==> config.mk <==
export PLATFORM = sky130hd
export DESIGN_NAME = utt_obuf_flat
export DESIGN_NICKNAME = d
export VERILOG_FILES = /design/src/rtl/core/utf8_to_utf16_transcoder_defines.svh /design/src/rtl/core/utt_pkg.sv /design/src/rtl/core/utt_chan_if.sv /design/src/rtl/core/utt_obuf.sv /design/src/flat_wrapper.sv
export SDC_FILE = /design/constraint.sdc
export NUM_CORES = 1
export LEC_CHECK = 0
export BUFFER_PORTS_ARGS = -buffer_cell sky130_fd_sc_hd__buf_2
export CORE_AREA = 2 2 43 45
export DETAILED_ROUTE_END_ITERATION = 10
export DIE_AREA = 0 0 45 47
export PLACE_DENSITY = 0.74
export SLEW_MARGIN = 20
export SYNTH_ARGS = -nofsm -noshare
export SYNTH_HDL_FRONTEND = slang
export SYNTH_SLANG_ARGS = --single-unit
==> constraint.sdc <==
create_clock -name clk -period 2.5 [get_ports clk]
set_input_delay 0.125 -clock clk [delete_from_list [all_inputs] [get_ports clk]]
set_output_delay 0.125 -clock clk [all_outputs]
set_load 0.03 [all_outputs]
==> src/rtl/core/utf8_to_utf16_transcoder_defines.svh <==
// assertion macros used by the transcoder top level
`ifndef UTF8_TO_UTF16_TRANSCODER_DEFINES_SVH
`define UTF8_TO_UTF16_TRANSCODER_DEFINES_SVH

// same-cycle implication, checked out of reset
`define UTT_ASSERT_IMPL(name, ante, cons) \
    name: assert property (@(posedge clk) disable iff (!rst_n) (ante) |-> (cons)) \
        else $error("transcoder check failed: same-cycle implication");

// next-cycle implication
`define UTT_ASSERT_NEXT(name, ante, cons) \
    name: assert property (@(posedge clk) disable iff (!rst_n) (ante) |=> (cons)) \
        else $error("transcoder check failed: next-cycle implication");

// condition that must never hold
`define UTT_ASSERT_NEVER(name, expr) \
    name: assert property (@(posedge clk) disable iff (!rst_n) !(expr)) \
        else $error("transcoder check failed: forbidden condition");

`endif

==> src/rtl/core/utt_pkg.sv <==
// types and constants of the utf-8 to utf-16 transcoder
package utt_pkg;

    typedef enum logic [2:0] {
        ST_OK    = 3'd0,
        ST_BAD   = 3'd1,
        ST_TRUNC = 3'd2,
        ST_BIG   = 3'd3,
        ST_FULL  = 3'd4
    } status_t;

    localparam logic [15:0] HI_SURR_BASE = 16'hD800;
    localparam logic [15:0] LO_SURR_BASE = 16'hDC00;
    localparam logic [15:0] CAP_RESET    = 16'hFFFF;

    typedef struct packed {
        logic [7:0] data_byte;
        logic       first_of_string;
        logic       last_of_string;
    } utf8_beat_t;

    typedef struct packed {
        logic [15:0] code_unit;
        logic        unit_present;
        logic        string_done;
        logic [2:0]  finish_status;
        logic [15:0] units_written;
    } result_t;

    // results caused by one byte, res0 first
    typedef struct packed {
        logic [1:0] n;
        result_t    res0;
        result_t    res1;
    } step_t;

    typedef struct packed {
        logic [1:0] count;
        logic       room;
    } obuf_stat_t;

endpackage

==> src/rtl/core/utt_chan_if.sv <==
// valid/ready channel with a typed payload
interface utt_chan_if #(
    parameter type payload_t = logic
) ();
    logic     valid;
    logic     ready;
    payload_t payload;

    modport source (output valid, output payload, input ready);
    modport sink (input valid, input payload, output ready);
endinterface

==> src/rtl/core/utt_obuf.sv <==
// two-slot result buffer in front of the utf-16 channel
module utt_obuf
    import utt_pkg::*;
(
    input  logic        clk,
    input  logic        rst_n,
    input  logic        push,
    input  step_t       step,
    utt_chan_if.source  dst,
    output obuf_stat_t  stat
);

    result_t    slot0_reg, slot0_next, slot1_reg, slot1_next;
    logic [1:0] count_reg, count_next, remain, n_in;
    logic       pop;

    assign pop         = dst.valid && dst.ready;
    assign dst.valid   = (count_reg != 2'd0);
    assign dst.payload = slot0_reg;
    assign stat.count  = count_reg;
    // room for a surrogate pair after this cycle's pop
    assign stat.room   = (count_reg == 2'd0) || ((count_reg == 2'd1) && dst.ready);

    always_comb
    begin
        remain = count_reg - {1'b0, pop};
        n_in   = push ? step.n : 2'd0;
        case (remain)
            2'd0:
            begin
                slot0_next = step.res0;
                slot1_next = step.res1;
            end
            2'd1:
            begin
                slot0_next = pop ? slot1_reg : slot0_reg;
                slot1_next = step.res0;
            end
            default:
            begin
                slot0_next = slot0_reg;
                slot1_next = slot1_reg;
            end
        endcase
        count_next = remain + n_in;
    end

    always_ff @(posedge clk or negedge rst_n)
    begin
        if (!rst_n)
        begin
            count_reg <= '0;
        end
        else
        begin
            count_reg <= count_next;
        end
    end

    always_ff @(posedge clk)
    begin
        slot0_reg <= slot0_next;
        slot1_reg <= slot1_next;
    end

endmodule

==> src/flat_wrapper.sv <==
// flat-port wrapper written by rule: the top's interface ports become plain ports
module utt_obuf_flat import utt_pkg::*;
  (clk, rst_n, push, step, stat, dst_valid, dst_payload, dst_ready);
  utt_chan_if dst_i ();
  input  logic clk;
  input  logic rst_n;
  input  logic push;
  input  step_t step;
  output obuf_stat_t stat;
  output wire logic [$bits(dst_i.valid)-1:0] dst_valid;
  output wire logic [$bits(dst_i.payload)-1:0] dst_payload;
  input wire logic [$bits(dst_i.ready)-1:0] dst_ready;
  assign dst_valid = dst_i.valid;
  assign dst_payload = dst_i.payload;
  assign dst_i.ready = dst_ready;
  utt_obuf u_core (.clk(clk), .rst_n(rst_n), .push(push), .step(step), .dst(dst_i), .stat(stat));
endmodule
-- Word-level counts from Yosys, hierarchy flattened
Cells that the tools add are included.
- add/sub/neg operators: 2
- multiply operators: 0
- div/mod/pow operators: 0
- magnitude comparators: 0
- equal/unequal tests: 3
- shift-type cells: 0
- mux-type cells: 4
- bitwise gates (word level): 0
- reduce and logical (&&, ||, !) cells: 8
- operators by type and width (cell ; number):
    $eq 2x1->1 const B ; 2
    $logic_not 2->1 ; 2
    $pmux 1 s2 ; 2
    $reduce_bool 2->1 ; 2
    $add 2x2->2 ; 1
    $logic_and 1x1->1 ; 2
    $mux 2 ; 1
    $ne 2x1->1 const B ; 1
    $reduce_and 2->1 ; 1
    $sub 2x1->2 ; 1
    $logic_or 1x1->1 ; 1
    $mux 1 ; 1
- flip-flop bits (word level): 4
- bits in latches: 0
- memory bits (writable): 0
- memory bits (read-only): 0
- input port bits: 80
- output and inout port bits: 5
- word-level logic and storage cells: 20
- memories kept: 0

-- Logic depth before layout (Yosys ltp)
Gate-level depths: netlist of run 1.
- word-level depth: 6
- gate-level depth with buffers: 6
- gate-level depth less buffers: 6

-- Least setup slack after synthesis of run 1
No wires, ideal clock.
- path type: register to register
- start: reg u_core.count_reg[1]
- end: reg u_core.slot0_reg, in the netlist u_core.dst.payload, data pin
- setup time: 0.260 ns
- data arrival time: 2.067 ns
- required time: 2.240 ns
- setup slack: 0.173 ns
- cell stages (with the launch flop): 7
- path buffers: 0
- period minus slack after synthesis: 2.327 ns
- path through: dfrtp_1 -> or2_2 -> and2_1 -> ha_1 -> xnor2_2 -> nor2b_4 -> mux2_4
- RTL lines (element ; line ; RTL):
    from (decl) ; utt_obuf.sv:14 ; logic [1:0] count_reg, count_next, remain, n_in;
    from (signal assigned) ; utt_obuf.sv:56 ; count_reg <= count_next;
    to (signal assigned) ; utt_obuf.sv:62 ; slot0_reg <= slot0_next;
    to (decl) ; utt_obuf.sv:13 ; result_t slot0_reg, slot0_next, slot1_reg, slot1_next;

==> run_results.csv, run 1 <==
group,metric,value,unit
worst_setup_path,worstSetupEndpointType,"register",
sta,min_period,2130,ps
synthesis,synth.area.top_cells,"edfxtp_1 (22%), dfrtp_1 (18%), mux2_4 (11%), xnor2_2 (5.9%), nor2b_4 (5.0%)",
floorplanning,io_pins,85,
clock_network,root_buffer,"clkbuf_4",
cells_and_area,area_growth,42.5,%
cells_and_area,layoutNonFillerInstCount,60,
floorplanning,dieHeight,47,µm
sta,hold_violations,0,
floorplanning,die_x,45,µm
cells_and_area,fillers,193,
detailed_routing,vias,236,
floorplanning,die_area,2120,µm²
cells_and_area,fin_util,23.9,%
power,p_total,0.000596,W
power,p_clk_share,14.8,%
cells_and_area,layout.nets,125,
sta,fin_hold_ws,179,ps
floorplanning,rows,15,
cells_and_area,final_cell_mix,"buf_2 (12), nand2_1 (3), clkbuf_4 (3)",
worst_setup_path,reg2reg_slack,370,ps
clock_network,cts_setup_buffers,0,
sta,setup_tns,0,ps
synthesis,synth_top_area_share,21.7,%
power,leakagePower,0.186,nW
clock_network,cts_tree,"yes",
place,placedCellCount,55,
worst_hold_path,min-delay-path-class,"input pin to register",
run_status,status,"complete, no violations",
detailed_routing,avgViaCountPerCell,3.93,
synthesis,synth_cells,26,
power,power_density,1510,nW/µm²
synthesis,ys_seq_elements,4,
place,io_buffers,12,
sta,drv_slew,0,
detailed_routing,first_pass_iters,3,
power,vdd_drop_max,0.447,mV
synthesis,syn-num-nets,107,
run,maxCapViolations,0,
detailed_routing,post_drt_wl_per_cell,8.42,µm
place,gp_congestion,0.624,
floorplanning,initial_core_util,16.7,%
synthesis,synth_area,277,µm²
detailed_routing,routed_wl,505,µm
sta,setup_violations,0,
cells_and_area,largest_reg_flops,2,
synthesis,ys_warn_count,0,
worst_setup_path,required,2490,ps
worst_setup_path,crit_arrival,2120,ps
sta,rsz0062_at_grt,"no",
clock_network,cts_made_buffers,3,
worst_setup_path,path_max_fanout,6,
detailed_routing,ant_nets,0,
global_route,antenna_found_initial,0,
global_route,grt-ovfl-total,0,
sta,post-route-period-util,85.2,%
power,internal_power,0.000337,W
clock_network,cts_resized,0,
sta,relSlewSlack,83.4,%
sta,fmax,470,MHz
clock_network,clock-sinks,4,
clock_network,clk_path_buf_depth,2,
global_route,gr-usage-all-layers,5.28,%
sta,worst_slew_pin_slew,249,ps
worst_setup_path,critPathLaunchType,"register",
detailed_routing,initialDrtViolationCount,4,
floorplanning,coreArea,1650,µm²
clock_network,cts-htree-levels,1,
cells_and_area,drive_gt1_share,46.5,%
synthesis,yosysSeqAreaShare,39.8,%
synthesis,syn_avg_cell_area,10.6,µm²
place,dp_hpwl,411,µm
cells_and_area,mostFrequentLayoutCell,"buf_2",
worst_setup_path,path_class,"register to register",
synthesis,ys_types,18,
power,p_switching,0.000258,W
global_route,grt_pass1_wl,690,µm
global_route,grt_pass1_vias,188,
power,p_comb_share,60.8,%
detailed_routing,drc,0,
synthesis,synth_area_leader_cell,"edfxtp_1",
power,p_seq_share,24.4,%
power,swShare,43.4,%
clock_network,clk_pin_slew,50,ps
sta,fin_worst_skew,13.4,ps
clock_network,clock_latency,240,ps
cells_and_area,n_antenna_cell,0,
global_route,grt_max_degree,7,
synthesized netlist by cell type:
library cell,number
o21ai_0,1
o21ai_1,1
mux2_4,2
nor2_1,2
xnor2_1,1
edfxtp_1,2
nor2b_1,1
nand4bb_1,1
dfrtp_1,2
a21oi_1,2
ha_1,1
xnor2_2,1
inv_1,2
nand2_1,3
nor2b_4,1
xor2_1,1
and2_1,1
or2_2,1
cell families after synthesis:
family	Yosys count	share of synthesized area, %
mux	2	10.9
flops	4	39.8
simple gates	10	22.6
xor+xnor	3	12.2
fa+ha+maj	1	4.52
compound gates	4	7.24
buf+inv	2	2.72
final timing paths:
| path | startpoint | to | depth (start not counted) |
|---|---|---|---|
| min reg2reg | u_core.slot1_reg[0] | u_core.dst.payload | 1 |
| max | u_core.count_reg[1] | u_core.slot1_reg[0] | 6 |
| min | push | u_core.count_reg[0] | 3 |
| min in group asynchronous | rst_n | u_core.count_reg[0] | 2 |
| max reg2reg | u_core.count_reg[1] | u_core.slot1_reg[0] | 6 |
| max in group asynchronous | rst_n | u_core.count_reg[1] | 2 |
metrics by stage:
stage	instance area, µm²	worst slack (ps)
2_1_floorplan	277	173
3_3_place_gp	358	364
3_5_place_dp	358	351
4_1_cts	394	349
5_1_grt	394	290
6_report	394	371
layer usage:
metal	up-vias	wire (µm)	track usage [%]
met3	0	64	4.62
met2	9	222	6.86
met4	0	0	5.29
li1	122	-	-
met1	105	218	4.88
met5	-	0	0
what timing repair did:
item / CTS / global route
endpoints found under the hold margin: 2 / 0
endpoints found under the setup margin: 0 / 0
hold buffers: 1 / 0
power by group through the flow:
stage / Combinational [W] / Clock [W] / Sequential [W]
floorplan: 0.000241 / 0 / 0.000195
global placement: 0.000360 / 0 / 0.000145
detailed placement: 0.000365 / 0 / 0.000148
CTS: 0.000370 / 0.0000913 / 0.000147
global route: 0.000391 / 0.0000997 / 0.000151
finish: 0.000362 / 0.0000880 / 0.000146
worst max-delay path: stages, from the launching register on:
cell and delay, ps:
dfrtp_1 430, or2_2 300, and2_1 160, ha_1 230, xnor2_2 250, nor2b_4 210
mux2_4 300
layout make-up:
class	instances	area, µm²	area share, %
well taps	17	21.3	5.40
inverters	2	7.51	1.90
repair buffers	13	70.1	17.8
flip-flops and latches	4	110	27.9
multi-input cells	20	159	40.3
clock buffers	4	26.3	6.67
(Power assumes the default switching activity.)
==> inputs of run 2 (changes only) <==
CELL_PAD_IN_SITES_DETAIL_PLACEMENT = 1   (was default)
CELL_PAD_IN_SITES_GLOBAL_PLACEMENT = 1   (was default)
CORE_AREA = 2 2 56 58   (was 2 2 43 45)
DIE_AREA = 0 0 58 60   (was 0 0 45 47)
PLACE_DENSITY = default   (was 0.74)
PLACE_DENSITY_LB_ADDON = 0.1   (was default)
==> run 2 against run 1 <==
Effect of this change:
- critical endpoint unchanged
- first-iteration DRC count down 75%
- wire length rose by 36%
- hold slack better by 3.8 ps
- maximum frequency down 0.96%
- power grew 3.8%
- clock power fell by 1%
- sequential power decreased by 8%
==> run_results.csv, run 2 (synthesis gave the netlist of run 1 again) <==
group,metric,value,unit
run_status,status,"complete, no violations",
global_route,grt-busiest-layer,"met2",
floorplanning,io_pins,85,
sta,drv_slew,0,
sta,rsz0062_at_grt,"no",
worst_setup_path,path_max_fanout,5,
detailed_routing,vias,245,
sta,relSlewSlack,83.3,%
power,p_switching,0.000270,W
sta,hold_violations,0,
place,placedCellCount,72,
global_route,grt_max_degree,7,
detailed_routing,initialDrtViolationCount,1,
floorplanning,rows,20,
cells_and_area,layoutNonFillerInstCount,77,
worst_setup_path,critPathLaunchType,"register",
clock_network,cts_setup_buffers,0,
global_route,grt-ovfl-total,0,
clock_network,cts_made_buffers,3,
clock_network,postCtsHoldBufs,1,
sta,fmax,465,MHz
worst_hold_path,min-delay-path-class,"input pin to register",
floorplanning,die_x,58,µm
sta,setup_violations,0,
sta,post-route-period-util,86.0,%
power,internal_power,0.000348,W
global_route,grt_pass1_vias,261,
sta,setup_tns,0,ps
power,leakagePower,0.191,nW
cells_and_area,area_growth,52.5,%
power,power_density,1470,nW/µm²
cells_and_area,layout.nets,126,
worst_setup_path,crit_arrival,2140,ps
clock_network,cts-htree-levels,1,
cells_and_area,final_cell_mix,"buf_2 (12), nand2_1 (3), clkbuf_4 (3)",
run,maxCapViolations,0,
sta,fin_worst_skew,7.95,ps
clock_network,clock-sinks,4,
power,vdd_drop_max,0.296,mV
global_route,antenna_found_initial,0,
clock_network,clk_path_buf_depth,2,
cells_and_area,n_antenna_cell,0,
cells_and_area,mostFrequentLayoutCell,"buf_2",
worst_setup_path,required,2490,ps
cells_and_area,drive_gt1_share,47.7,%
detailed_routing,post_drt_wl_per_cell,8.92,µm
place,dp_hpwl,606,µm
worst_setup_path,worstSetupEndpointType,"register",
power,p_seq_share,21.7,%
detailed_routing,routed_wl,687,µm
floorplanning,die_area,3480,µm²
power,p_comb_share,64.2,%
global_route,grt_util_met2,8.44,%
clock_network,clk_pin_slew,40,ps
sta,min_period,2150,ps
global_route,use_met3,2.81,%
floorplanning,dieHeight,60,µm
detailed_routing,first_pass_iters,2,
power,swShare,43.7,%
global_route,use_met1,4.31,%
detailed_routing,avgViaCountPerCell,3.18,
worst_setup_path,path_class,"register to register",
clock_network,cts_resized,0,
cells_and_area,largest_reg_flops,2,
clock_network,cts_tree,"yes",
sta,worst_slew_pin_slew,251,ps
floorplanning,coreArea,2900,µm²
detailed_routing,drc,0,
detailed_routing,ant_nets,0,
clock_network,root_buffer,"clkbuf_4",
place,io_buffers,12,
power,p_clk_share,14.1,%
floorplanning,initial_core_util,9.53,%
global_route,grt_pass1_wl,1180,µm
place,gp_congestion,0.691,
clock_network,clock_latency,240,ps
global_route,gr-usage-all-layers,5.12,%
power,p_total,0.000619,W
run 2: changes by cell type in the layout (fill, tap and decap cells not counted):
| cell | previous run | this run |
|---|---|---|
| buf_4 | 0 | 1 |
run 2: worst max-delay path, cell delays in order (launching register included):
cell     delay [ps]
dfrtp_1         400
or2_2           320
and2_1          170
ha_1            230
xnor2_2         260
nor2b_4         220
mux2_4          310
run 2: area by class of cell:
cell class,count,area [µm²]
clock buffer,4,26.3
fill,359,2480
timing repair buffer,14,77.6
inverter,2,7.51
multi-input combinational,20,159
sequential,4,110
tap,33,41.3
run 2: path summary, 6_finish.rpt:
check,from,to,slack (ps),depth (start not counted)
worst max register to register,u_core.count_reg[0],u_core.slot1_reg[0],350,6
worst min register to register,u_core.slot1_reg[0],u_core.dst.payload,550,1
max in group asynchronous,rst_n,u_core.count_reg[0],2180,2
min in group asynchronous,rst_n,u_core.count_reg[1],220,2
worst min-delay path,push,u_core.count_reg[0],180,3
worst max-delay path,u_core.count_reg[0],u_core.slot1_reg[0],350,6
run 2: power by group through the flow:
stage          registers [W]  logic, W  clock network, W
3_5_place_dp        0.000137  0.000406                 0
4_1_cts             0.000136  0.000409         0.0000923
5_1_grt             0.000142  0.000439          0.000100
2_1_floorplan       0.000195  0.000241                 0
6_report            0.000134  0.000397         0.0000870
3_3_place_gp        0.000136  0.000397                 0
run 2: routing by layer:
layer,wire length (µm),vias to the layer above
li1,-,123
met3,32,2
met5,0,-
met1,236,113
met2,399,7
met4,19,0
run 2: per-stage QoR:
step	hold slack, ps	setup WS, ps	cell area (µm²)	util, %
final	183	350	422	14.5
after global routing	184	233	422	14.5
after CTS	177	308	422	14.5
after detailed placement	-81.0	320	385	13.3
after global placement	-87.5	333	385	13.3
after floorplan	-171	173	277	-
==> inputs of run 3 (changes only) <==
CTS_BUF_LIST = sky130_fd_sc_hd__clkbuf_4   (was default)
==> run 3 against run 2 <==
Effect of this change:
- cell count unchanged
- hold slack about the same
- critical path depth unchanged
- setup slack about the same
- cell area increased by 0.89%
- critical path type unchanged
- critical endpoint unchanged
==> run_results.csv, run 3 (synthesis gave the netlist of run 1 again) <==
group,metric,value,unit
run_status,status,"complete, no violations",
place,preCtsSetupSlack,320,ps
detailed_routing,avgViaCountPerCell,3.18,
sta,worst_slew_pin_slew,252,ps
global_route,gr-usage-all-layers,5.12,%
worst_setup_path,slowest_delay,400,ps
clock_network,clk_pin_slew,40,ps
floorplanning,rows,20,
detailed_routing,post_drt_wl_per_cell,8.92,µm
detailed_routing,drc,0,
floorplanning,die_area,3480,µm²
sta,drv_slew,0,
sta,fmax,465,MHz
sta,relSlewSlack,83.2,%
floorplanning,io_pins,85,
worst_setup_path,required,2490,ps
power,power_density,1480,nW/µm²
global_route,grt-ovfl-total,0,
clock_network,clock_latency,240,ps
worst_setup_path,path_max_fanout,5,
run,maxCapViolations,0,
sta,hold_violations,0,
clock_network,cts_setup_buffers,0,
cells_and_area,largest_reg_flops,2,
cells_and_area,mostFrequentLayoutCell,"buf_2",
power,p_total,0.000630,W
floorplanning,initial_core_util,9.53,%
cells_and_area,area_growth,53.8,%
detailed_routing,vias,245,
sta,rsz0062_at_grt,"no",
sta,min_period,2150,ps
floorplanning,dieHeight,60,µm
detailed_routing,first_pass_iters,2,
worst_hold_path,hold_depth,3,
cells_and_area,drive_gt1_share,50.0,%
sta,post-route-period-util,86.0,%
worst_setup_path,crit_arrival,2140,ps
worst_setup_path,cpMaxStageDelayCell,"dfrtp_1",
sta,setup_violations,0,
place,gp_congestion,0.691,
worst_setup_path,path_class,"register to register",
detailed_routing,initialDrtViolationCount,1,
clock_network,cts_tree,"yes",
global_route,antenna_found_initial,0,
sta,fin_ws,350,ps
global_route,grt_pass1_vias,261,
place,dp_hpwl,606,µm
power,vdd_drop_max,0.295,mV
sta,fin_worst_skew,8.21,ps
clock_network,clk_path_buf_depth,2,
power,leakagePower,0.195,nW
worst_setup_path,worstSetupEndpointType,"register",
clock_network,root_buffer,"clkbuf_4",
global_route,grt_pass1_wl,1180,µm
worst_setup_path,crit_chain,"or2_2 -> and2_1 -> ha_1 -> xnor2_2 -> nor2b_4 -> mux2_4",
detailed_routing,routed_wl,687,µm
worst_setup_path,worstRegToRegCells,6,
clock_network,clock-sinks,4,
sta,setup_tns,0,ps
floorplanning,coreArea,2900,µm²
clock_network,cts_made_buffers,3,
global_route,grt_max_degree,7,
floorplanning,die_x,58,µm
place,io_buffers,12,
clock_network,cts-htree-levels,1,
cells_and_area,n_antenna_cell,0,
worst_setup_path,critPathLaunchType,"register",
detailed_routing,ant_nets,0,
cells_and_area,final_cell_mix,"buf_2 (12), clkbuf_4 (4), nand2_1 (3)",
cells_and_area,layout.nets,126,
worst_hold_path,min-delay-path-class,"input pin to register",
run 3: worst paths after layout:
check	startpoint	to	slack, ps
setup / recovery	u_core.count_reg[0]	u_core.slot1_reg[0]	350
hold / removal	push	u_core.count_reg[0]	180
setup reg to reg	u_core.count_reg[0]	u_core.slot1_reg[0]	350
hold reg to reg	u_core.slot1_reg[0]	u_core.dst.payload	550
max in group asynchronous	rst_n	u_core.count_reg[0]	2180
min in group asynchronous	rst_n	u_core.count_reg[1]	220
run 3: power breakdown:
part | leakage [nW] | internal [W] | switching [W]
Clock | 0.0184 | 0.0000707 | 0.0000272
Sequential | 0.0426 | 0.000117 | 0.0000175
Combinational | 0.134 | 0.000171 | 0.000226
Total | 0.195 | 0.000359 | 0.000271
run 3: worst max-delay path: cells and delay by family, from the launching register on:
family        cells  cell delay, ps
mux               1             310
flops             1             400
xor+xnor          1             260
fa+ha+maj         1             230
simple gates      3             710
run 3: cell type report:
cell class / count / area, µm²
multi-input cells: 20 / 159
well taps: 33 / 41.3
fillers: 356 / 2480
clock buffers: 4 / 30.0
flip-flops and latches: 4 / 110
repair buffers: 14 / 77.6
inverters: 2 / 7.51
run 3: metal layers:
layer | global-route usage [%] | wire length, µm
met3 | 2.81 | 32
met5 | 0 | 0
met1 | 4.31 | 237
met2 | 8.44 | 397
met4 | 4.98 | 19
run 3: through the flow:
stage          cell area, µm²  std cells  util [%]  hold slack [ps]
2_1_floorplan             277         26         -             -171
3_3_place_gp              385         72      13.3            -87.5
3_5_place_dp              385         72      13.3            -81.0
4_1_cts                   425         77      14.7              177
5_1_grt                   425         77      14.7              184
6_report                  425         77      14.7              183
run 3: repair_timing:
item / in CTS / in global routing
resized for setup: 0 / 0
hold buffers: 1 / 0
hold endpoints to repair: 2 / 0
