### src/rtl/core/utf8_to_utf16_transcoder_defines.svh
// assertion macros used by the transcoder top level
`ifndef UTF8_TO_UTF16_TRANSCODER_DEFINES_SVH
`define UTF8_TO_UTF16_TRANSCODER_DEFINES_SVH

// same-cycle implication, checked out of reset
`define UTT_ASSERT_IMPL(name, ante, cons) \
    name: assert property (@(posedge clk) disable iff (!rst_n) (ante) |-> (cons)) \
        else $error("transcoder check failed: same-cycle implication");

// next-cycle implication
`define UTT_ASSERT_NEXT(name, ante, cons) \
    name: assert property (@(posedge clk) disable iff (!rst_n) (ante) |=> (cons)) \
        else $error("transcoder check failed: next-cycle implication");

// condition that must never hold
`define UTT_ASSERT_NEVER(name, expr) \
    name: assert property (@(posedge clk) disable iff (!rst_n) !(expr)) \
        else $error("transcoder check failed: forbidden condition");

`endif

### src/rtl/core/utt_pkg.sv
// types and constants of the utf-8 to utf-16 transcoder
package utt_pkg;

    typedef enum logic [2:0] {
        ST_OK    = 3'd0,
        ST_BAD   = 3'd1,
        ST_TRUNC = 3'd2,
        ST_BIG   = 3'd3,
        ST_FULL  = 3'd4
    } status_t;

    localparam logic [15:0] HI_SURR_BASE = 16'hD800;
    localparam logic [15:0] LO_SURR_BASE = 16'hDC00;
    localparam logic [15:0] CAP_RESET    = 16'hFFFF;

    typedef struct packed {
        logic [7:0] data_byte;
        logic       first_of_string;
        logic       last_of_string;
    } utf8_beat_t;

    typedef struct packed {
        logic [15:0] code_unit;
        logic        unit_present;
        logic        string_done;
        logic [2:0]  finish_status;
        logic [15:0] units_written;
    } result_t;

    // results caused by one byte, res0 first
    typedef struct packed {
        logic [1:0] n;
        result_t    res0;
        result_t    res1;
    } step_t;

    typedef struct packed {
        logic [1:0] count;
        logic       room;
    } obuf_stat_t;

endpackage

### src/rtl/core/utt_decode.sv
// decode state and per-byte result generation
module utt_decode
    import utt_pkg::*;
#(
    parameter int COUNT_BITS = 16
) (
    input  logic            clk,
    input  logic            rst_n,
    input  logic            accept,
    input  utf8_beat_t      beat,
    input  logic [15:0]     capacity,
    output step_t           step
);

    localparam int LIM_W = (COUNT_BITS > 16) ? COUNT_BITS : 16;
    localparam logic [LIM_W-1:0] COUNT_MAX = LIM_W'({COUNT_BITS{1'b1}});

    logic [20:0]           pc_reg, pc_next, pc_cur;
    logic [1:0]            be_reg, be_next, be_cur;
    logic [COUNT_BITS-1:0] uc_reg, uc_next, uc_cur;
    logic                  st_reg, st_next, st_cur;
    status_t               ss_reg, ss_next, ss_cur;

    logic [LIM_W-1:0] cap_ext, limit, uc_ext;
    logic             full_now, pair_full, complete;
    logic [7:0]       b;
    logic [19:0]      v;
    logic [1:0]       nu;
    logic [15:0]      u0, u1;
    status_t          done_status;

    assign b       = beat.data_byte;
    assign cap_ext = LIM_W'(capacity);
    assign limit   = (cap_ext < COUNT_MAX) ? cap_ext : COUNT_MAX;

    always_comb
    begin
        // a first byte clears running state before it is judged
        pc_cur = beat.first_of_string ? '0 : pc_reg;
        be_cur = beat.first_of_string ? '0 : be_reg;
        uc_cur = beat.first_of_string ? '0 : uc_reg;
        st_cur = beat.first_of_string ? 1'b0 : st_reg;
        ss_cur = beat.first_of_string ? ST_OK : ss_reg;

        uc_ext    = LIM_W'(uc_cur);
        full_now  = uc_ext >= limit;
        pair_full = ({1'b0, uc_ext} + (LIM_W+1)'(1)) >= {1'b0, limit};

        pc_next  = pc_cur;
        be_next  = be_cur;
        st_next  = st_cur;
        ss_next  = ss_cur;
        complete = 1'b0;
        nu       = 2'd0;
        u0       = '0;
        u1       = '0;

        if (!st_cur)
        begin
            if (be_cur == 2'd0)
            begin
                if (full_now)
                begin
                    st_next = 1'b1;
                    ss_next = ST_FULL;
                end
                else if (!b[7])
                begin
                    pc_next  = 21'(b);
                    complete = 1'b1;
                end
                else if (b[7:5] == 3'b110)
                begin
                    pc_next = 21'(b[4:0]);
                    be_next = 2'd1;
                end
                else if (b[7:4] == 4'b1110)
                begin
                    pc_next = 21'(b[3:0]);
                    be_next = 2'd2;
                end
                else if (b[7:3] == 5'b11110)
                begin
                    pc_next = 21'(b[2:0]);
                    be_next = 2'd3;
                end
                else
                begin
                    st_next = 1'b1;
                    ss_next = ST_BAD;
                end
            end
            else if (b[7:6] != 2'b10)
            begin
                st_next = 1'b1;
                ss_next = ST_BAD;
                be_next = 2'd0;
            end
            else
            begin
                pc_next  = {pc_cur[14:0], b[5:0]};
                be_next  = be_cur - 2'd1;
                complete = (be_cur == 2'd1);
            end
        end

        v = pc_next[19:0] - 20'h10000;
        if (complete)
        begin
            if (pc_next[20:16] == 5'd0)
            begin
                nu = 2'd1;
                u0 = pc_next[15:0];
            end
            else if (pc_next[20:16] <= 5'h10)
            begin
                if (pair_full)
                begin
                    st_next = 1'b1;
                    ss_next = ST_FULL;
                end
                else
                begin
                    nu = 2'd2;
                    u0 = HI_SURR_BASE | 16'(v[19:10]);
                    u1 = LO_SURR_BASE | 16'(v[9:0]);
                end
            end
            else
            begin
                st_next = 1'b1;
                ss_next = ST_BIG;
            end
        end

        // sequence left open by the string's last byte
        if (beat.last_of_string && !st_next && be_next != 2'd0)
        begin
            st_next = 1'b1;
            ss_next = ST_TRUNC;
            be_next = 2'd0;
        end

        uc_next     = uc_cur + COUNT_BITS'(nu);
        done_status = st_next ? ss_next : ST_OK;

        step = '0;
        if (nu != 2'd0)
        begin
            step.n                  = nu;
            step.res0.code_unit     = u0;
            step.res0.unit_present  = 1'b1;
            step.res0.string_done   = beat.last_of_string && (nu == 2'd1);
            step.res0.finish_status = ST_OK;
            step.res0.units_written = 16'(uc_cur + COUNT_BITS'(1));
            if (nu == 2'd2)
            begin
                step.res1.code_unit     = u1;
                step.res1.unit_present  = 1'b1;
                step.res1.string_done   = beat.last_of_string;
                step.res1.finish_status = ST_OK;
                step.res1.units_written = 16'(uc_cur + COUNT_BITS'(2));
            end
        end
        else if (beat.last_of_string)
        begin
            step.n                  = 2'd1;
            step.res0.string_done   = 1'b1;
            step.res0.finish_status = done_status;
            step.res0.units_written = 16'(uc_cur);
        end
    end

    always_ff @(posedge clk or negedge rst_n)
    begin
        if (!rst_n)
        begin
            pc_reg <= '0;
            be_reg <= '0;
            uc_reg <= '0;
            st_reg <= 1'b0;
            ss_reg <= ST_OK;
        end
        else if (accept)
        begin
            pc_reg <= pc_next;
            be_reg <= be_next;
            uc_reg <= uc_next;
            st_reg <= st_next;
            ss_reg <= ss_next;
        end
    end

endmodule

### config.mk
export PLATFORM = sky130hd
export DESIGN_NAME = utt_decode
export DESIGN_NICKNAME = d
export VERILOG_FILES = /design/src/rtl/core/utf8_to_utf16_transcoder_defines.svh /design/src/rtl/core/utt_pkg.sv /design/src/rtl/core/utt_decode.sv
export SDC_FILE = /design/constraint.sdc
export NUM_CORES = 1
export LEC_CHECK = 0
export BUFFER_PORTS_ARGS = -buffer_cell sky130_fd_sc_hd__buf_2
export CAP_MARGIN = 20
export CORE_MARGIN = 1
export CORE_UTILIZATION = 30
export DETAILED_ROUTE_END_ITERATION = 8
export PLACE_DENSITY = 0.53
export SLEW_MARGIN = 20
export SYNTH_ARGS = -nofsm -noshare
export SYNTH_HDL_FRONTEND = slang
export SYNTH_SLANG_ARGS = --single-unit
### constraint.sdc
create_clock -name clk -period 6.4 [get_ports clk]
set_clock_uncertainty 0.2 [all_clocks]
set_input_delay 0.64 -clock clk [delete_from_list [all_inputs] [get_ports clk]]
set_output_delay 0.64 -clock clk [all_outputs]
set_load 0.05 [all_outputs]
# Word level (Yosys, flattened, before mapping)
# Index checks and enable logic that the tools add are counted.
[word_totals]
output_inout_bits = 76
latchBits = 0
mem_bits_ro = 0
regBits = 43
mem_count = 0
mem_bits_rw = 0
in_bits = 29
elab_cells = 104
[classes]
reduce_logical = 8
n_div = 0
order_cmp = 4
addsub = 6
shifts = 0
n_mul = 0
muxes = 74
n_eq_ne = 7
bitwise = 0
[ops]
columns = ["cell", "count"]
rows = [
  ["$mux W21", 9],
  ["$mux W16", 10],
  ["$mux W37", 2],
  ["$mux W3", 15],
  ["$mux W20", 2],
  ["$mux W2", 15],
  ["$mux W1", 20],
  ["$sub A20 B17 Y20 const B", 1],
  ["$add A16 B1 Y17 const B", 1],
  ["$ge A17 B16 Y1", 1],
  ["$mux W17", 1],
  ["$add A16 B1 Y16 const B", 1],
  ["$add A16 B2 Y16", 1],
  ["$add A16 B2 Y16 const B", 1],
  ["$ge A16 B16 Y1", 1],
  ["$lt A16 B16 Y1 const B", 1],
  ["$eq A5 B5 Y1 const B", 1],
  ["$le A5 B5 Y1 const B", 1],
  ["$logic_not A5 Y1", 1],
  ["$eq A2 B1 Y1 const B", 2],
  ["$eq A4 B4 Y1 const B", 1],
  ["$reduce_bool A2 Y1", 2],
  ["$eq A3 B3 Y1 const B", 1],
  ["$logic_and A1 B1 Y1", 3],
  ["other kinds (5)", 5],
]

# Logic depth before layout (Yosys ltp)
# Gate-level depths: netlist of the first run.
[logic_depth]
depth_word = 19
depth_mapped = 27
depth_no_buf = 23

# Least setup slack after synthesis of the first run
# OpenSTA, ideal clock, no wires.
[synth_path]
path_kind = "in2out"
start = "input port beat[1] in the netlist's numbering"
end = "output port step[50] in the netlist's numbering"
required_time_ns = 5.560
arrival_time_ns = 6.015
cell_stages = 21
slack_ns = -0.455
path_buffers = 6
path_cell_list = "buf_6 clkbuf_1 buf_1 clkbuf_1 nor2b_1 ha_1 nand3_1 or3_1 clkbuf_1 or3_1 a21oi_1 ha_1 nand4_1 nor3_1 a2111oi_0 o21ai_1 a41oi_2 o211ai_2 and2_1 buf_4 o31ai_1"
[synth_rtl]
columns = ["element", "line", "rtl"]
rows = [
  ["from (decl)", "utt_decode.sv:10", "input utf8_beat_t beat,"],
  ["to (decl)", "utt_decode.sv:12", "output step_t step"],
]

==> metrics.log, run 1 <==
[metrics] setup repair after global routing missed its margin: false
[metrics] area fraction of the dominant cell type after synthesis: a little over a fifth
[metrics] leading cell types by total area after synthesis: sky130_fd_sc_hd__dfrtp_1 21%, sky130_fd_sc_hd__ha_1 9.5%, sky130_fd_sc_hd__a21oi_1 6.8%, sky130_fd_sc_hd__nand2_1 6.3%, sky130_fd_sc_hd__nor2_1 5.9%
[metrics] CP endpoint kind: output port
[metrics] ratio of total power to cell area: 236 nW/µm²
[metrics] clock share of power: between 10% and 20%
[metrics] CP max FO: 12
[metrics] initial antenna violation count: 0
[metrics] clock tree from TritonCTS: done
[metrics] post-placement setup slack: roughly 230 ps
[metrics] max-cap violations: 0
[metrics] largest net degree at the start of global routing: 47
[metrics] starting density of the core: between 30% and 40%
[metrics] Finished Layout Cells: about 990
[metrics] Final Hold Slack: roughly 240 ps
[metrics] critical path data required time: 5560 ps
[metrics] core box area: approximately 16,000 µm²
[metrics] DRC violation count after routing: 0
[metrics] Slew Limit Fails: 0
[metrics] number of warnings reported in the yosys synthesis log: 0
[metrics] Max Freq: 0.164 GHz
[metrics] clk sinks: 43
[metrics] number of instances resized during post-cts repair: 0
[metrics] H-tree levels: 2
[metrics] Net count, final: 838
[metrics] synthesis-to-finish area growth: 18.9%
[metrics] share of synthesized registers carrying an async set or reset: 100%
[metrics] Ports: 105
[metrics] sequential area share after synthesis: between 20% and 30%
[metrics] share of the clock period used by the worst path after layout: 95.3%
[metrics] overall via count from detail_route: 5,223
[metrics] average detailed-routed wire length per instance: ~17 µm
[metrics] final antenna-violating net count: 0
[metrics] Clock Pin Slew Worst Setup and Hold Paths: 60 ps
[metrics] placed wire-length estimate after detailed placement: approximately 13,000 µm
[metrics] area taken by flip-flops and latches: ~1100 µm²
[metrics] switching portion of total power: approximately half
[metrics] Congestion Overflow GR: 0
[metrics] ys flop type: sky130_fd_sc_hd__dfrtp_1
[metrics] number of register bits inferred by synthesis: 43
[metrics] Worst Tran Pin Value: between 800 and 900 ps
[metrics] internal cell power: about 0.68 mW
[metrics] share of layout cells above drive strength 1: between 20% and 30%
[metrics] Synth Instances: 684
[metrics] routability congestion estimate: between 0.8 and 0.9
[metrics] combined area of the multi-input logic cells: approximately 3600 µm²
[metrics] Setup Total Neg Slack: 0 ps
[metrics] syn avg cell area: roughly 7.4 µm²
[metrics] number of antenna cells inserted: 0
[metrics] number of CTS-inserted buffers: 5
[metrics] worst slew margin relative to its limit: between 40% and 50%
[metrics] total count of hold-check failures in the final report: 0
[metrics] summed instance area of the synthesized netlist: 5030 µm²
[metrics] combinational power share: 57.2%
[metrics] fillers: roughly 1,800
[metrics] static leakage: about 2.8 nW
[metrics] class of the tightest hold or removal check: primary input to asynchronous set/reset pin
[metrics] kind of start point of the critical path: primary input
[metrics] aggregate global-route resource usage: between 10% and 20%
[metrics] Die Ht: ~130 µm
[metrics] final setup fails: 0
[metrics] Critical Setup Path Class: primary input to output port
[metrics] clock latency on the worst-skew pair: between 200 and 300 ps
[metrics] number of buffers on the longest clock path: 2
[metrics] Die Footprint: 17,300 µm²
[metrics] max FFs per register: 21
[metrics] net load switching power: between 0.7 and 0.8 mW
[metrics] number of global-route vias before repair: ~5,000
[metrics] cell row count: 46
[metrics] arrival time of the worst setup path: between 5000 and 6000 ps
[metrics] sequential cell fraction of total power: approximately a quarter
[metrics] Post-CTS Setup Bufs: 0
[metrics] port buffer count: 100
[metrics] number of violations reported at the end of detailed-routing iteration 0: between 300 and 400
[metrics] detailed-route vias per instance: about 5.3
[metrics] sum of routed wire length over all layers: roughly 17,000 µm
[metrics] placed cell count: slightly below 1,000
[metrics] peak ir drop on the vdd network: 0.000115 V
[metrics] CTS Root Cell: sky130_fd_sc_hd__clkbuf_16
[metrics] Final min period: approximately 6100 ps
[metrics] Yosys top cell by area: sky130_fd_sc_hd__dfrtp_1
[metrics] Die Width: between 100 and 150 µm
[metrics] status: completed
[metrics] wire length of the first global-routing pass: 27,500 µm
[metrics] hold-fix buffers at CTS: 0
[metrics] worst path setup slack after routing: about 300 ps
[metrics] EDFF count, synth: 0
[metrics] Initial DRT Pass Iterations: 5
[metrics] Distinct cells, synth: between 80 and 90
==> metrics by stage <==
step / cell area [µm²] / utilization, % / total power [mW]
floorplan: 5110 / - / 0.944
global placement: 5830 / 36.2 / 1.16
detailed placement: 5830 / 36.2 / 1.15
CTS: 5970 / 37.1 / 1.41
global route: 5980 / 37.1 / 1.49
finish: 5980 / 37.1 / 1.41
==> cells in the final DEF, fill, tap and decap left out, drive strengths merged, types with 14 or more instances in the layout <==
cell type	instances
a21oi	68
buf	129
dfrtp	43
ha	38
inv	41
nand2	85
nand2b	14
nand3	27
nor2	80
nor2b	20
o21ai	34
xnor2	19
xor2	14
==> cell type report <==
| class | instances | share of cell area [%] |
|---|---|---|
| multi-input combinational | 550 | 60.5 |
| sequential | 43 | 18.0 |
| timing repair buffer | 129 | 12.0 |
| tap | 216 | 4.52 |
| inverter | 41 | 2.57 |
| clock buffer | 6 | 2.16 |
| clock inverter | 2 | 0.209 |
==> synthesized netlist by cell type (5+ instances only) <==
cell                        count
sky130_fd_sc_hd__ha_1          38
sky130_fd_sc_hd__a31oi_1       10
sky130_fd_sc_hd__inv_1         40
sky130_fd_sc_hd__o21a_1         7
sky130_fd_sc_hd__nand3_1       24
sky130_fd_sc_hd__xnor2_1       19
sky130_fd_sc_hd__xor2_1        14
sky130_fd_sc_hd__buf_2         14
sky130_fd_sc_hd__clkbuf_1      25
sky130_fd_sc_hd__buf_4          9
sky130_fd_sc_hd__or3_1          6
sky130_fd_sc_hd__nor2b_1       19
sky130_fd_sc_hd__o31ai_1        6
sky130_fd_sc_hd__a22oi_1        8
sky130_fd_sc_hd__mux2_2         5
sky130_fd_sc_hd__a2bb2oi_1      5
sky130_fd_sc_hd__nand2b_1      13
sky130_fd_sc_hd__nor3_1        11
sky130_fd_sc_hd__nand2_1       85
sky130_fd_sc_hd__dfrtp_1       43
sky130_fd_sc_hd__o21ai_0       32
sky130_fd_sc_hd__nor2_1        79
sky130_fd_sc_hd__a31o_2         5
sky130_fd_sc_hd__nand4_1       10
sky130_fd_sc_hd__a21oi_1       68
==> critical path: stages <==
cell and delay [ps]:
sky130_fd_sc_hd__buf_2 220, sky130_fd_sc_hd__nand2b_4 220, sky130_fd_sc_hd__inv_2 90, sky130_fd_sc_hd__ha_1 170, sky130_fd_sc_hd__nand3_1 230, sky130_fd_sc_hd__or3_1 520
sky130_fd_sc_hd__or3_1 340, sky130_fd_sc_hd__a21oi_1 200, sky130_fd_sc_hd__ha_1 260, sky130_fd_sc_hd__nand4_1 140, sky130_fd_sc_hd__nor3_1 70, sky130_fd_sc_hd__a2111oi_0 340
sky130_fd_sc_hd__o21ai_1 180, sky130_fd_sc_hd__a41oi_2 310, sky130_fd_sc_hd__or3_1 290, sky130_fd_sc_hd__or4b_4 550, sky130_fd_sc_hd__a31oi_4 180, sky130_fd_sc_hd__buf_2 290
==> worst paths after layout <==
kind	cells after the start	slack, ps	start	endpoint
setup / recovery	18	300	beat[1]	step[54]
hold / removal	2	240	rst_n	pc_reg[0]$_DFFE_PN0P_
setup reg to reg	22	800	uc_reg[2]$_DFFE_PN0P_	uc_reg[13]$_DFFE_PN0P_
hold reg to reg	1	320	be_reg[1]$_DFFE_PN0P_	be_reg[1]$_DFFE_PN0P_
max in group asynchronous	2	5350	rst_n	uc_reg[6]$_DFFE_PN0P_
min in group clk	1	320	be_reg[1]$_DFFE_PN0P_	be_reg[1]$_DFFE_PN0P_
==> power groups by stage <==
stage | clock network [mW] | registers, mW | logic (mW)
5_1_grt | 0.272 | 0.354 | 0.864
4_1_cts | 0.261 | 0.348 | 0.805
3_3_place_gp | 0 | 0.353 | 0.804
2_1_floorplan | 0 | 0.331 | 0.613
3_5_place_dp | 0 | 0.352 | 0.803
6_report | 0.253 | 0.350 | 0.806
==> routing by layer <==
metal / global-route usage, % / wire (µm) / vias to the layer above
met4: 6.07 / 356 / 0
met1: 26.8 / 8070 / 2474
met5: 0 / 0 / -
met2: 32.9 / 7880 / 169
li1: - / - / 2560
met3: 2.16 / 817 / 20
==> cell families (layout without fill, tap and decap cells) <==
logic type | Yosys count | after routing | share of synthesized area [%]
AO/OA/AOI/OAI | 193 | 193 | 26.3
XOR/XNOR | 33 | 33 | 5.74
adder cells (fa/ha/maj) | 40 | 40 | 10.0
buffers and inverters | 94 | 178 | 8.36
flip-flops | 43 | 43 | 21.4
multiplexers | 9 | 9 | 1.91
other | 1 | 4 | 0.0745
AND/OR/NAND/NOR | 271 | 271 | 26.2
Note: power is estimated with default switching activity, not from simulation.
==> run 2: changes to the inputs <==
Clock period 6.4 ns to 7.6 ns, I/O delays scaled along.
==> metrics.log, run 2 (synthesized netlist as in run 1, its figures left out) <==
[metrics] initial antenna violation count: 0
[metrics] worst slew margin relative to its limit: approximately 47%
[metrics] Die Ht: approximately 130 µm
[metrics] number of instances resized during post-cts repair: 0
[metrics] worst path setup slack after routing: roughly 720 ps
[metrics] DRC violation count after routing: 0
[metrics] static leakage: ~2.7 nW
[metrics] placed wire-length estimate after detailed placement: roughly 13,000 µm
[metrics] wire length of the first global-routing pass: around 27,000 µm
[metrics] average detailed-routed wire length per instance: between 15 and 20 µm
[metrics] sum of routed wire length over all layers: around 17,000 µm
[metrics] sequential cell fraction of total power: 25.0%
[metrics] clock share of power: roughly a fifth
[metrics] cell row count: 46
[metrics] Post-CTS Setup Bufs: 0
[metrics] critical path cell sequence: buf_2 -> nor2b_1 -> buf_4 -> ha_1 -> nand3_1 -> or3_1 -> or3_1 -> a21oi_1 -> ha_1 -> nand4_1 -> nor3_1 -> a2111oi_0 -> o21ai_1 -> a41oi_2 -> or3_1 -> or4b_4 -> a31oi_1 -> buf_2
[metrics] core box area: about 16,000 µm²
[metrics] total count of hold-check failures in the final report: 0
[metrics] number of antenna cells inserted: 0
[metrics] flop2flop setup slack: around 1500 ps
[metrics] Initial DRT Pass Iterations: 5
[metrics] peak ir drop on the vdd network: roughly 0.00012 V
[metrics] worst hold path startpoint: be_reg[1]$_DFFE_PN0P_
[metrics] highest-delay cell along the critical path: sky130_fd_sc_hd__a41oi_2
[metrics] H-tree levels: 2
[metrics] clk sinks: 43
[metrics] critical path data required time: roughly 6600 ps
[metrics] placed standard-cell area: roughly 5700 µm²
[metrics] overall via count from detail_route: roughly 5,200
[metrics] Critical Setup Path Class: primary input to output port
[metrics] Layout Cell Area excl Fill: 5830 µm²
[metrics] commonest non-fill, non-tap cells in the layout: 100 x sky130_fd_sc_hd__buf_2, 85 x sky130_fd_sc_hd__nand2_1, 79 x sky130_fd_sc_hd__nor2_1
[metrics] total power after layout: 1.17 mW
[metrics] Final Hold Slack: between 300 and 400 ps
[metrics] max-cap violations: 0
[metrics] endpoint with the worst hold slack: be_reg[1]$_DFFE_PN0P_
[metrics] placed cell count: just under 1,000
[metrics] kind of cell with the highest combined delay on the critical path: simple AND/OR/NAND/NOR gates
[metrics] final setup fails: 0
[metrics] Congestion Overflow GR: 0
[metrics] status: completed
[metrics] net load switching power: about 0.6 mW
[metrics] kind of start point of the critical path: primary input
[metrics] Clock Pin Slew Worst Setup and Hold Paths: 70 ps
[metrics] class of the tightest hold or removal check: register to register
[metrics] Finished Layout Cells: just under 1,000
[metrics] clock latency on the worst-skew pair: 290 ps
[metrics] CP max FO: 22
[metrics] synthesis-to-finish area growth: 15.8%
[metrics] Die Footprint: between 15,000 and 20,000 µm²
[metrics] aggregate global-route resource usage: between 15 and 20%
[metrics] CTS Root Cell: sky130_fd_sc_hd__clkbuf_16
[metrics] number of CTS-inserted buffers: 5
[metrics] max incr delay on CP: around 670 ps
[metrics] arrival time of the worst setup path: roughly 5900 ps
[metrics] CP endpoint kind: output port
[metrics] detailed-route vias per instance: 5.32
[metrics] library cell appearing most often on the critical path: sky130_fd_sc_hd__or3_1
[metrics] RR Endpoint: uc_reg[8]$_DFFE_PN0P_
[metrics] starting density of the core: 31.2%
[metrics] number of buffers on the longest clock path: 2
[metrics] share of the clock period used by the worst path after layout: between 90 and 100%
[metrics] Bufs and invs on worst path: 3
[metrics] most common library cell in the layout ignoring fill and taps: sky130_fd_sc_hd__buf_2
[metrics] max FFs per register: 21
[metrics] Die Width: 132 µm
[metrics] combinational power share: 55.2%
[metrics] number of global-route vias before repair: between 5,000 and 6,000
[metrics] Setup Total Neg Slack: 0 ps
[metrics] Slew Limit Fails: 0
[metrics] Net count, final: approximately 830
[metrics] Worst Setup SP: beat[1]
[metrics] Worst Tran Pin Value: between 700 and 800 ps
[metrics] hold-fix buffers at CTS: 0
[metrics] switching portion of total power: between 50% and 60%
[metrics] final antenna-violating net count: 0
[metrics] number of violations reported at the end of detailed-routing iteration 0: between 300 and 400
[metrics] Final min period: around 7000 ps
[metrics] post-placement setup slack: around 710 ps
[metrics] share of layout cells above drive strength 1: between 20% and 30%
[metrics] routability congestion estimate: approximately 0.9
[metrics] Max Freq: ~0.15 GHz
[metrics] ratio of total power to cell area: between 200 and 250 nW/µm²
[metrics] launch instance of the worst register-to-register path: uc_reg[2]$_DFFE_PN0P_
[metrics] setup repair after global routing missed its margin: false
[metrics] utilization after layout: between 30% and 40%
[metrics] clock tree from TritonCTS: done
[metrics] Worst Reg-to-Reg Cells: 20
[metrics] Ports: around 110
[metrics] largest net degree at the start of global routing: 47
[metrics] port buffer count: 100
[metrics] internal cell power: roughly 0.57 mW
[metrics] hold path cells: 1
[run 2: changes by cell type in the layout (fill, tap and decap cells not counted), sizes merged]
cell	delta
buf	-13
[run 2: per-layer routing]
layer,vias to the layer above,share of wire (%),global-route usage (%)
li1,2534,-,-
met1,2460,49,27.4
met2,175,45,31.2
met3,13,5.4,2.74
met4,0,1.1,4.39
met5,-,0,0
[run 2: power groups by stage]
stage               registers (mW)  clock network, mW  logic (mW)
CTS                          0.292              0.235       0.645
floorplan                    0.278                  0       0.501
global route                 0.297              0.245       0.698
global placement             0.297                  0       0.644
finish                       0.293              0.233       0.647
detailed placement           0.296                  0       0.643
[run 2: worst register-to-register path: cells and delay by family (launching register included)]
kind	cells	cell delay (ps)
AO/OA/AOI/OAI	4	1420
XOR/XNOR	1	140
adder cells (fa/ha/maj)	3	960
buffers and inverters	2	390
flip-flops	1	530
AND/OR/NAND/NOR	10	2350
[run 2: cell type report]
type | instances | area [µm²]
clock buffers | 6 | 139
clock inverters | 2 | 16.3
fillers | 1772 | 10300
inverters | 41 | 154
multi-input cells | 550 | 3550
flip-flops and latches | 43 | 1080
well taps | 216 | 270
repair buffers | 116 | 621
[run 2: worst max-delay path by stage]
stage	end	slack, ps	cells past startpoint
2_1_floorplan	step[50]	500	21
3_3_place_gp	step[54]	920	18
3_5_place_dp	step[54]	710	18
4_1_cts	step[54]	710	18
5_1_grt	step[54]	250	18
6_report	step[54]	720	18
